<file path="config.mk">
export PLATFORM = sky130hd
export DESIGN_NAME = rgb_led_chain_serializer_flat
export DESIGN_NICKNAME = d
export VERILOG_FILES = /design/src/rtl/core/rlcs_pkg.sv /design/src/rtl/core/rlcs_if.sv /design/src/rtl/core/rgb_led_chain_serializer.sv /design/src/rtl/core/rlcs_store.sv /design/src/rtl/core/rlcs_sym_shifter.sv /design/src/flat_wrapper.sv
export SDC_FILE = /design/constraint.sdc
export NUM_CORES = 1
export LEC_CHECK = 0
export ABC_AREA = 1
export BUFFER_PORTS_ARGS = -buffer_cell sky130_fd_sc_hd__buf_4
export CAP_MARGIN = 40
export CELL_PAD_IN_SITES_DETAIL_PLACEMENT = 0
export CELL_PAD_IN_SITES_GLOBAL_PLACEMENT = 2
export CORE_UTILIZATION = 39
export DETAILED_ROUTE_END_ITERATION = 8
export PLACE_DENSITY = 0.81
export SYNTH_ARGS = -nofsm -noshare
export SYNTH_HDL_FRONTEND = slang
export SYNTH_HIERARCHICAL = 1
export SYNTH_SLANG_ARGS = --single-unit
</file>
<file path="constraint.sdc">
create_clock -name i_clk -period 5.3 [get_ports i_clk]
set_clock_uncertainty 0.2 [all_clocks]
set_input_delay 1.06 -clock i_clk [delete_from_list [all_inputs] [get_ports i_clk]]
set_output_delay 1.06 -clock i_clk [all_outputs]
set_load 0.01 [all_outputs]
</file>
<file path="src/rtl/core/rlcs_pkg.sv">
// Shared constants and types for the RGB LED chain serializer.
package rlcs_pkg;

    localparam int LED_COUNT_DEF = 12;

    localparam int BYTE_W   = 8;
    localparam int COLOUR_W = 3 * BYTE_W;
    localparam int SYM_W    = 5;
    localparam int GROUP_W  = BYTE_W * SYM_W;

    localparam logic [BYTE_W-1:0] FLUSH_INDEX = 8'hFF;

    localparam logic [SYM_W-1:0] ONE_PATTERN_RST  = 5'h1C;
    localparam logic [SYM_W-1:0] ZERO_PATTERN_RST = 5'h10;

    localparam int APB_ADDR_W = 3;
    localparam int APB_DATA_W = 32;

    // Register index, taken from the word address bit of paddr.
    typedef enum logic {
        REG_ONE_PATTERN  = 1'b0,
        REG_ZERO_PATTERN = 1'b1
    } t_reg_idx;

endpackage

</file>
<file path="src/rtl/core/rlcs_if.sv">
// Valid/ready channel interfaces for colour writes and symbol groups.
interface rlcs_pix_if;
    logic                        valid;
    logic                        ready;
    logic [rlcs_pkg::BYTE_W-1:0] led_index;
    logic [rlcs_pkg::BYTE_W-1:0] green_level;
    logic [rlcs_pkg::BYTE_W-1:0] red_level;
    logic [rlcs_pkg::BYTE_W-1:0] blue_level;

    modport source (output valid, led_index, green_level, red_level, blue_level,
                    input ready);
    modport sink (input valid, led_index, green_level, red_level, blue_level,
                  output ready);
endinterface

interface rlcs_grp_if;
    logic                         valid;
    logic                         ready;
    logic [rlcs_pkg::GROUP_W-1:0] symbol_group;
    logic                         last_group;

    modport source (output valid, symbol_group, last_group, input ready);
    modport sink (input valid, symbol_group, last_group, output ready);
endinterface

</file>
<file path="src/rtl/core/rgb_led_chain_serializer.sv">
// Top level of the RGB LED chain serializer: store, sequencer, encoder and APB registers.
//
//  Port      Dir  Protocol    Beat contents
//  i_pix     in   valid/ready led_index, green_level, red_level, blue_level
//  o_grp     out  valid/ready symbol_group (40 bits), last_group
//  APB       in   APB write   one_pattern at 0x0, zero_pattern at 0x4
//
// A colour write or an ignored index is taken while the sequencer is idle, so such
// beats can arrive back to back. A flush (index 255) walks the store, LED 0 first
// and green, red, blue within each LED, and produces 3 * LED_COUNT groups. For each
// group the sequencer loads the byte read from the store into the shared bit-serial
// encoder (ST_LOAD), shifts it out (ST_SHIFT), registers the result and holds it on
// the output until taken (ST_EMIT), and i_pix is not ready meanwhile.
// The synchronous reset clears the colour store and loads the default patterns.
module rgb_led_chain_serializer #(
    parameter int LED_COUNT = rlcs_pkg::LED_COUNT_DEF
) (
    input  logic                            i_clk,
    input  logic                            i_rst_n,
    rlcs_pix_if.sink                        i_pix,
    rlcs_grp_if.source                      o_grp,
    input  logic                            psel,
    input  logic                            penable,
    input  logic                            pwrite,
    input  logic [rlcs_pkg::APB_ADDR_W-1:0] paddr,
    input  logic [rlcs_pkg::APB_DATA_W-1:0] pwdata,
    output logic [rlcs_pkg::APB_DATA_W-1:0] prdata,
    output logic                            pready
);

    localparam int IDX_W = (LED_COUNT > 1) ? $clog2(LED_COUNT) : 1;

    // Colour byte position within an entry, in the order it goes on the line.
    localparam logic [1:0] COL_GREEN = 2'd0;
    localparam logic [1:0] COL_RED   = 2'd1;
    localparam logic [1:0] COL_BLUE  = 2'd2;

    typedef enum logic [1:0] {
        ST_IDLE,
        ST_LOAD,
        ST_SHIFT,
        ST_EMIT
    } t_state;

    t_state                        r_state;
    logic [IDX_W-1:0]              r_led;
    logic [1:0]                    r_col;
    logic                          r_out_valid;
    logic [rlcs_pkg::GROUP_W-1:0]  r_group;
    logic                          r_last;
    logic [rlcs_pkg::SYM_W-1:0]    r_one_pattern;
    logic [rlcs_pkg::SYM_W-1:0]    r_zero_pattern;

    logic                          pix_beat;
    logic                          grp_beat;
    logic                          store_wr;
    logic                          is_flush;
    logic [rlcs_pkg::COLOUR_W-1:0] rd_colour;
    logic [rlcs_pkg::BYTE_W-1:0]   cur_byte;
    logic                          enc_start;
    logic                          enc_done;
    logic [rlcs_pkg::GROUP_W-1:0]  enc_group;
    logic                          final_group;
    logic                          apb_wr;
    rlcs_pkg::t_reg_idx            reg_idx;

    // Input side is open only between flushes.
    assign i_pix.ready = (r_state == ST_IDLE);
    assign pix_beat    = i_pix.valid && i_pix.ready;
    assign grp_beat    = r_out_valid && o_grp.ready;

    assign is_flush = (i_pix.led_index == rlcs_pkg::FLUSH_INDEX);
    assign store_wr = pix_beat && (i_pix.led_index < rlcs_pkg::BYTE_W'(LED_COUNT));

    rlcs_store #(
        .LED_COUNT (LED_COUNT),
        .IDX_W     (IDX_W)
    ) u_store (
        .i_clk     (i_clk),
        .i_rst_n   (i_rst_n),
        .i_wr_en   (store_wr),
        .i_wr_idx  (i_pix.led_index[IDX_W-1:0]),
        .i_wr_data ({i_pix.green_level, i_pix.red_level, i_pix.blue_level}),
        .i_rd_idx  (r_led),
        .o_rd_data (rd_colour)
    );

    // Pick the colour byte that the sequencer is on.
    always_comb begin
        unique case (r_col)
            COL_GREEN: cur_byte = rd_colour[3*rlcs_pkg::BYTE_W-1:2*rlcs_pkg::BYTE_W];
            COL_RED:   cur_byte = rd_colour[2*rlcs_pkg::BYTE_W-1:rlcs_pkg::BYTE_W];
            default:   cur_byte = rd_colour[rlcs_pkg::BYTE_W-1:0];
        endcase
    end

    assign enc_start = (r_state == ST_LOAD);

    rlcs_sym_shifter u_shifter (
        .i_clk          (i_clk),
        .i_rst_n        (i_rst_n),
        .i_start        (enc_start),
        .i_byte         (cur_byte),
        .i_one_pattern  (r_one_pattern),
        .i_zero_pattern (r_zero_pattern),
        .o_done         (enc_done),
        .o_group        (enc_group)
    );

    assign final_group = (r_led == IDX_W'(LED_COUNT - 1)) && (r_col == COL_BLUE);

    // Sequencer: walks LEDs and colour bytes, one encoder pass per group.
    always_ff @(posedge i_clk) begin
        if (!i_rst_n) begin
            r_state     <= ST_IDLE;
            r_led       <= '0;
            r_col       <= COL_GREEN;
            r_out_valid <= 1'b0;
            r_last      <= 1'b0;
        end else begin
            unique case (r_state)
                ST_IDLE: begin
                    if (pix_beat && is_flush) begin
                        r_led   <= '0;
                        r_col   <= COL_GREEN;
                        r_state <= ST_LOAD;
                    end
                end
                ST_LOAD: begin
                    r_state <= ST_SHIFT;
                end
                ST_SHIFT: begin
                    if (enc_done) begin
                        r_group     <= enc_group;
                        r_last      <= final_group;
                        r_out_valid <= 1'b1;
                        r_state     <= ST_EMIT;
                    end
                end
                ST_EMIT: begin
                    if (grp_beat) begin
                        r_out_valid <= 1'b0;
                        if (r_last) begin
                            r_state <= ST_IDLE;
                        end else begin
                            r_state <= ST_LOAD;
                            if (r_col == COL_BLUE) begin
                                r_col <= COL_GREEN;
                                r_led <= r_led + 1'b1;
                            end else begin
                                r_col <= r_col + 1'b1;
                            end
                        end
                    end
                end
                default: begin
                    r_state <= ST_IDLE;
                end
            endcase
        end
    end

    assign o_grp.valid        = r_out_valid;
    assign o_grp.symbol_group = r_group;
    assign o_grp.last_group   = r_last;

    // APB registers; the word address bit selects the register.
    assign pready  = 1'b1;
    assign apb_wr  = psel && penable && pwrite;
    assign reg_idx = rlcs_pkg::t_reg_idx'(paddr[2]);

    always_ff @(posedge i_clk) begin
        if (!i_rst_n) begin
            r_one_pattern  <= rlcs_pkg::ONE_PATTERN_RST;
            r_zero_pattern <= rlcs_pkg::ZERO_PATTERN_RST;
        end else if (apb_wr) begin
            unique case (reg_idx)
                rlcs_pkg::REG_ONE_PATTERN:  r_one_pattern  <= pwdata[rlcs_pkg::SYM_W-1:0];
                rlcs_pkg::REG_ZERO_PATTERN: r_zero_pattern <= pwdata[rlcs_pkg::SYM_W-1:0];
                default: ;
            endcase
        end
    end

    always_comb begin
        unique case (reg_idx)
            rlcs_pkg::REG_ONE_PATTERN:
                prdata = rlcs_pkg::APB_DATA_W'(r_one_pattern);
            rlcs_pkg::REG_ZERO_PATTERN:
                prdata = rlcs_pkg::APB_DATA_W'(r_zero_pattern);
            default:
                prdata = '0;
        endcase
    end

endmodule

</file>
<file path="src/rtl/core/rlcs_store.sv">
// Colour store: one 24-bit green-red-blue entry per LED, cleared at reset.
module rlcs_store #(
    parameter int LED_COUNT = rlcs_pkg::LED_COUNT_DEF,
    parameter int IDX_W     = (LED_COUNT > 1) ? $clog2(LED_COUNT) : 1
) (
    input  logic                          i_clk,
    input  logic                          i_rst_n,
    input  logic                          i_wr_en,
    input  logic [IDX_W-1:0]              i_wr_idx,
    input  logic [rlcs_pkg::COLOUR_W-1:0] i_wr_data,
    input  logic [IDX_W-1:0]              i_rd_idx,
    output logic [rlcs_pkg::COLOUR_W-1:0] o_rd_data
);

    logic [rlcs_pkg::COLOUR_W-1:0] r_colour [LED_COUNT];

    always_ff @(posedge i_clk) begin
        if (!i_rst_n) begin
            for (int k = 0; k < LED_COUNT; k++) begin
                r_colour[k] <= '0;
            end
        end else if (i_wr_en) begin
            r_colour[i_wr_idx] <= i_wr_data;
        end
    end

    assign o_rd_data = r_colour[i_rd_idx];

endmodule

</file>
<file path="src/rtl/core/rlcs_sym_shifter.sv">
// Shared bit-serial encoder: turns one byte into eight line symbols, one per cycle.
module rlcs_sym_shifter (
    input  logic                         i_clk,
    input  logic                         i_rst_n,
    input  logic                         i_start,
    input  logic [rlcs_pkg::BYTE_W-1:0]  i_byte,
    input  logic [rlcs_pkg::SYM_W-1:0]   i_one_pattern,
    input  logic [rlcs_pkg::SYM_W-1:0]   i_zero_pattern,
    output logic                         o_done,
    output logic [rlcs_pkg::GROUP_W-1:0] o_group
);

    localparam int CNT_W = $clog2(rlcs_pkg::BYTE_W);

    logic                         r_busy;
    logic                         r_done;
    logic [CNT_W-1:0]             r_cnt;
    logic [rlcs_pkg::BYTE_W-1:0]  r_byte;
    logic [rlcs_pkg::GROUP_W-1:0] r_group;
    logic [rlcs_pkg::SYM_W-1:0]   sym;

    // Most significant bit goes out first.
    assign sym = r_byte[rlcs_pkg::BYTE_W-1] ? i_one_pattern : i_zero_pattern;

    always_ff @(posedge i_clk) begin
        if (!i_rst_n) begin
            r_busy <= 1'b0;
            r_done <= 1'b0;
            r_cnt  <= '0;
        end else begin
            r_done <= 1'b0;
            if (i_start) begin
                r_busy <= 1'b1;
                r_cnt  <= '0;
            end else if (r_busy) begin
                r_cnt <= r_cnt + 1'b1;
                if (r_cnt == CNT_W'(rlcs_pkg::BYTE_W - 1)) begin
                    r_busy <= 1'b0;
                    r_done <= 1'b1;
                end
            end
        end
    end

    always_ff @(posedge i_clk) begin
        if (i_start) begin
            r_byte <= i_byte;
        end else if (r_busy) begin
            r_byte  <= {r_byte[rlcs_pkg::BYTE_W-2:0], 1'b0};
            r_group <= {r_group[rlcs_pkg::GROUP_W-rlcs_pkg::SYM_W-1:0], sym};
        end
    end

    assign o_done  = r_done;
    assign o_group = r_group;

endmodule

</file>
<file path="src/flat_wrapper.sv">
// flat-port wrapper written by rule: the top's interface ports become plain ports
module rgb_led_chain_serializer_flat 
#(
    parameter int LED_COUNT = rlcs_pkg::LED_COUNT_DEF
)
  (i_clk, i_rst_n, psel, penable, pwrite, paddr, pwdata, prdata, pready, i_pix_valid, i_pix_led_index, i_pix_green_level, i_pix_red_level, i_pix_blue_level, i_pix_ready, o_grp_valid, o_grp_symbol_group, o_grp_last_group, o_grp_ready);
  rlcs_pix_if i_pix_i ();
  rlcs_grp_if o_grp_i ();
  input  logic i_clk;
  input  logic i_rst_n;
  input  logic psel;
  input  logic penable;
  input  logic pwrite;
  input  logic [rlcs_pkg::APB_ADDR_W-1:0] paddr;
  input  logic [rlcs_pkg::APB_DATA_W-1:0] pwdata;
  output logic [rlcs_pkg::APB_DATA_W-1:0] prdata;
  output logic pready;
  input wire logic [$bits(i_pix_i.valid)-1:0] i_pix_valid;
  input wire logic [$bits(i_pix_i.led_index)-1:0] i_pix_led_index;
  input wire logic [$bits(i_pix_i.green_level)-1:0] i_pix_green_level;
  input wire logic [$bits(i_pix_i.red_level)-1:0] i_pix_red_level;
  input wire logic [$bits(i_pix_i.blue_level)-1:0] i_pix_blue_level;
  output wire logic [$bits(i_pix_i.ready)-1:0] i_pix_ready;
  output wire logic [$bits(o_grp_i.valid)-1:0] o_grp_valid;
  output wire logic [$bits(o_grp_i.symbol_group)-1:0] o_grp_symbol_group;
  output wire logic [$bits(o_grp_i.last_group)-1:0] o_grp_last_group;
  input wire logic [$bits(o_grp_i.ready)-1:0] o_grp_ready;
  assign i_pix_i.valid = i_pix_valid;
  assign i_pix_i.led_index = i_pix_led_index;
  assign i_pix_i.green_level = i_pix_green_level;
  assign i_pix_i.red_level = i_pix_red_level;
  assign i_pix_i.blue_level = i_pix_blue_level;
  assign i_pix_ready = i_pix_i.ready;
  assign o_grp_valid = o_grp_i.valid;
  assign o_grp_symbol_group = o_grp_i.symbol_group;
  assign o_grp_last_group = o_grp_i.last_group;
  assign o_grp_i.ready = o_grp_ready;
  rgb_led_chain_serializer #(.LED_COUNT(LED_COUNT)) u_core (.i_clk(i_clk), .i_rst_n(i_rst_n), .i_pix(i_pix_i), .o_grp(o_grp_i), .psel(psel), .penable(penable), .pwrite(pwrite), .paddr(paddr), .pwdata(pwdata), .prdata(prdata), .pready(pready));
endmodule
</file>
==> Word level (Yosys, flattened, before mapping) <==
Memory sizes are Yosys's and may differ from the RTL's. A register that Yosys moved wholly into a read port is not among the register bits.
Cells that the tools add are included.
{ "op_classes": {"eq_ne": 13, "n_reduce_logical": 24, "n_addsub": 3, "magnitude_cmp": 1, "n_bitwise": 4, "n_mux": 36} }
{ "op_table": {"columns": ["operator", "count"], "rows": [
  ["one-hot mux 32 bit (2 select lines)", 1],
  ["2-to-1 mux 4 bit", 7],
  ["2-to-1 mux 24 bit", 1],
  ["OR reduction 24 bit", 1],
  ["2-to-1 mux 8 bit", 2],
  ["one-hot mux 8 bit (2 select lines)", 1],
  ["2-to-1 mux 2 bit", 7],
  ["2-to-1 mux 1 bit", 12],
  ["AND reduction 3 bit", 3],
  ["equality test 8 bit, second input constant", 1],
  ["less-than comparator 8 x 4 -> 1 bit, second input constant", 1],
  ["one-hot mux 2 bit (4 select lines)", 1],
  ["one-hot mux 4 bit (2 select lines)", 1],
  ["AND reduction 2 bit", 4],
  ["logical AND 1 bit", 7],
  ["equality test 2 bit, second input constant", 3],
  ["inequality test 2 bit, second input constant", 3],
  ["nonzero test 2 bit", 3],
  ["2-to-1 mux 5 bit", 1],
  ["AND reduction 5 bit", 1],
  ["adder 4 x 1 -> 4 bit, second input constant", 1],
  ["equality test 2 x 1 -> 1 bit, second input constant", 2],
  ["equality test 4 bit, second input constant", 1],
  ["logical NOT 2 bit", 2],
  ["10 further kinds", 14]
]} }
{ "word_totals": {"out_inout_bits": 76, "input_bits": 74, "mem_bits_rw": 288, "memories": 1, "word_cells": 95, "register_bits": 113} }
{ "memory_table": {"columns": ["memory", "depth", "word_bits", "read_ports", "rd_clocked_by_memory_dff", "wr", "line", "source"], "rows": [
  ["u_core.u_store.r_colour", 12, 24, 1, 1, 12, "rlcs_store.sv:15", "logic [rlcs_pkg::COLOUR_W-1:0] r_colour [LED_COUNT];"]
]} }

==> Depth between registers and ports, before layout <==
{ "depth": {"ltp_word": 8, "depth_mapped": 13, "ltp_nobuf": 11} }

==> Hierarchy <==
The synthesis kept the hierarchy.
{ "modules_own_cells": {"columns": ["mod", "cells_per_inst", "n_inst", "seq_area_each_um2", "area_per_inst_um2"], "rows": [
  ["rlcs_store", 1949, 1, 11531.1, 17934.7],
  ["rgb_led_chain_serializer", 272, 1, 1601.5, 2646.3],
  ["rlcs_sym_shifter", 117, 1, 1541.5, 1838.0]
]} }

==> Least setup slack after synthesis <==
No wires, ideal clock.
{ "synth_path": {"kind": "input-to-reg", "start": "input port i_pix_led_index[5]", "end": "memory u_core/u_store/r_colour[12][0] (netlist bit), enable pin", "required_time_ns": 4.665, "stages": 5, "setup_time_ns": 0.435, "arrival_ns": 3.384, "path_buffers": 0, "setup_slack_ns": 1.280, "cell_sequence": "nor2_1 > nand2_1 > nor4_1 > nand4_1 > nor3_1"} }
{ "synth_rtl": {"columns": ["item", "line", "source"], "rows": [
  ["start, declared", "flat_wrapper.sv:19", "input wire logic [$bits(i_pix_i.led_index)-1:0] i_pix_led_index;"],
  ["end, declared", "rlcs_store.sv:15", null]
]} }

==> impl_summary.log <==
INFO  metric timing.setup.critical_path_class = reg2reg
INFO  metric antenna_found_initial = 0
INFO  metric slew_violations = 0
INFO  metric net-switching-power = ~2.2 mW
INFO  metric synth_enable_flop_cells = 472
INFO  metric cts.clk_slew.worst_paths = 0.06 ns
INFO  metric cts_htree_levels = 2
INFO  metric largest_family_of_logic_cells_by_synthesized_area = simple AND/OR/NAND/NOR gates
INFO  metric global_router_s_overall_resource_usage = 0.201
INFO  metric multiInputGateArea = ~5800 sq um
INFO  metric cts.repair.resized = 0
INFO  metric std_cell_rows = 87
INFO  metric final_nets = roughly 2500
INFO  metric setup_total_negative_slack = 0 ns
INFO  metric asr_flop_ratio_synth = 0
INFO  metric top_level_port_count = 150
INFO  metric synth-warning-count = 6
INFO  metric worst_ep_arrival_time = 4.01 ns
INFO  metric timing.critical_path.cells = inv_1 > ha_1 > nand2_1 > nor4_1 > nand2_2 > nor3_4 > nand2_2 > nand2_1 > buf_4
INFO  metric worst_slack = 1.38 ns
INFO  metric worst_ir_drop_vdd = 0.000292 V
INFO  metric number_of_distinct_library_cells_after_synthesis = 30
INFO  metric cell_int_power = approximately 6.8 mW
INFO  metric root_buffer_cell = clkbuf_16
INFO  metric first_pass_grt_wire_length = 89500 um
INFO  metric synth.top_cells.by_count = nand2_1 (632), edfxtp_1 (472), inv_1 (343)
INFO  metric fraction_of_the_mapped_netlist_area_in_compound_gates = 0.00625
INFO  metric commonest_register_cell_after_synthesis = edfxtp_1
INFO  metric syn_to_final_growth = 13.7%
INFO  metric grt_max_degree = ~90
INFO  metric power_frac_comb = 0.095
INFO  metric rsz0062_at_grt = no
INFO  metric tritoncts = yes
INFO  metric p_seq_frac = 0.493
INFO  metric max-slew-margin-rel = 0.442
INFO  metric totalWireLength = 58600 um
INFO  metric cap_viol_max_count = 0
INFO  metric p_sw_frac = 0.248
INFO  metric drive_gt1_frac = 0.103
INFO  metric drc = 0
INFO  metric final_hold_violation_count = 0
INFO  metric synthMuxAreaShare = 0
INFO  metric timing.critical_path.required = 5.39 ns
INFO  metric worst_pin_slew = 0.829 ns
INFO  metric critPathCaptureType = register
INFO  metric grt_pass1_vias = 14900
INFO  metric via_count = 15400
INFO  metric via_per_inst = 4.82
INFO  metric power.density_cell_area = 356 nW/um^2
INFO  metric initial_core_util = 0.396
INFO  metric synth.largest_area_cell = edfxtp_1
INFO  metric ctsHoldBuffers = 0
INFO  metric yosysSeqAreaShare = 0.655
INFO  metric ctsLongestPathBuffers = 3
INFO  metric synth_fa_ha_area_frac = 0.00391
INFO  metric instances_no_fill = between 3000 and 4000
INFO  metric hp-class = reg2reg
INFO  metric postRouteAntennaNets = 0
INFO  metric drt_iter0_drc = 1001
INFO  metric synthDominantCellAreaShare = 0.632
INFO  metric routedWlPerCell = around 18 um
INFO  metric synth_simple_gate_area_share = 0.240
INFO  metric cts_buffers = 55
INFO  metric setup.worst_path.start_class = register
INFO  metric post-synth-top-count-cell = nand2_1
INFO  metric place.gp.congestion = 0.795
INFO  metric timing.final.crit_share = 0.740
INFO  metric critical_path.max_stage_delay = 0.70 ns
INFO  metric placed_cells = 3088
INFO  metric status = finished, final reports clean
INFO  metric num_antenna_cells = 0
INFO  metric postCtsSetupRepairBufs = 0
INFO  metric dpl_worst_slack = 0.910 ns
INFO  metric netlist_top_cells_area = edfxtp_1 (63%), nand2_1 (11%), nand3_1 (6.9%)
INFO  metric numClockSinks = 497
INFO  metric maxClockFrequency = 255 MHz
INFO  metric synth.cell_area = roughly 22000 sq um
INFO  metric setup_viol = 0
INFO  metric p_leak = 11.0 nW
INFO  metric fillCellCount = 5397
INFO  metric worst_r2r_path_depth = 9
INFO  metric pwr-share-clk = 0.412
INFO  metric timing.critical_path.fanout_max = 25
INFO  metric placeableCoreArea = 56600 sq um
INFO  metric crit_path_top_delay_cell = nor4_1
INFO  metric area_used_by_sequential_logic_in_the_layout = 14700 sq um
INFO  metric syn_avg_cell_area = about 9.6 sq um
INFO  metric post_synth_xor_area_fraction = 0.000391
INFO  metric min_path_cells = 0
INFO  metric finalWorstPathRequiredPeriod = 3.92 ns
INFO  metric synthesis.instances = 2338
INFO  metric globalRoute.totalOverflow = 0
INFO  metric port_buffers = 92
INFO  metric post-dp-hpwl = 35400 um
INFO  metric first_pass_iters = 5
INFO  metric floorplan.die_area = 58400 sq um
INFO  metric yosys_register_bits = 497
INFO  metric clock_latency = 0.63 ns
INFO  metric dieHeight = 242 um
INFO  metric r2r_setup_slack = about 1.4 ns
INFO  metric die_width = 242 um
[stage by stage]
stage / utilization / total power [mW] / instance area, sq um / hold WS [ns]
after floorplan: - / 5.11 / 22500 / 0.200
after global placement: 0.418 / 5.39 / 23600 / 0.204
after detailed placement: 0.419 / 5.42 / 23700 / 0.209
after CTS: 0.450 / 9.17 / 25500 / 0.223
after global routing: 0.450 / 9.42 / 25500 / 0.232
final: 0.450 / 9.07 / 25500 / 0.219
[critical path, delay by kind of cell, from the launching register on]
family / cells / cell delay [ns]
flip-flops: 1 / 0.35
AND/OR/NAND/NOR: 6 / 2.19
buffers and inverters: 2 / 0.49
adder cells (fa/ha/maj): 1 / 0.33
[path summary, 6_finish.rpt]
| kind | endpoint | start |
|---|---|---|
| max | u_core/u_store/r_colour[3][17] | u_core/r_state[0] |
| min | u_core/o_grp.symbol_group[38] | u_core/u_shifter/o_group[38] |
| max reg2reg | u_core/u_store/r_colour[3][17] | u_core/r_state[0] |
| min reg2reg | u_core/o_grp.symbol_group[38] | u_core/u_shifter/o_group[38] |
[layer usage]
layer,vias to the layer above,GRT usage,share of wire
met1,7453,0.272,0.45
met5,-,0,0
met4,0,0.0482,0.019
li1,7480,-,-
met3,77,0.0291,0.047
met2,366,0.340,0.48
[cell type report]
type	count	share of cell area
clock inverter	34	0.0128
timing repair buffer	128	0.0405
inverter	348	0.0515
sequential	497	0.576
multi-input combinational	1359	0.226
tap	756	0.0371
clock buffer	68	0.0567
[power groups by stage]
stage | registers (mW) | clock network (mW) | logic [mW]
floorplan | 4.51 | 0 | 0.602
global placement | 4.55 | 0 | 0.845
detailed placement | 4.55 | 0 | 0.867
CTS | 4.47 | 3.83 | 0.871
global route | 4.48 | 3.98 | 0.961
finish | 4.47 | 3.74 | 0.859
[flip-flops by register name, summed over array words and instances, names as in the netlist, 2 cells and up]
signal                     count
u_core/o_grp.symbol_group     40
u_core/r_col                   2
u_core/r_led                   4
u_core/r_one_pattern           5
u_core/r_state                 2
u_core/r_zero_pattern          5
u_core/u_shifter/o_group      40
u_core/u_shifter/r_byte        8
u_core/u_shifter/r_cnt         3
u_core/u_store/r_colour      384
[logic make-up after synthesis]
kind of cell,Yosys count
simple gates,1298
buf+inv,508
flops,497
compound gates,25
fa+ha+maj,7
other cells,2
xor+xnor,1
[cell usage in the layout (no fill, tap or decap), types with 7 or more instances in the layout]
master       n
clkbuf_1    12
ha_1         7
nor2_1     319
nand2_2     18
edfxtp_1   472
dfxtp_1     22
o21ai_0      8
clkinv_2    11
clkinv_1    14
inv_1      341
nand2_1    632
nand3_1    309
clkbuf_16   56
conb_1      28
buf_4      124
a21oi_1      7
(Power assumes the default switching activity.)
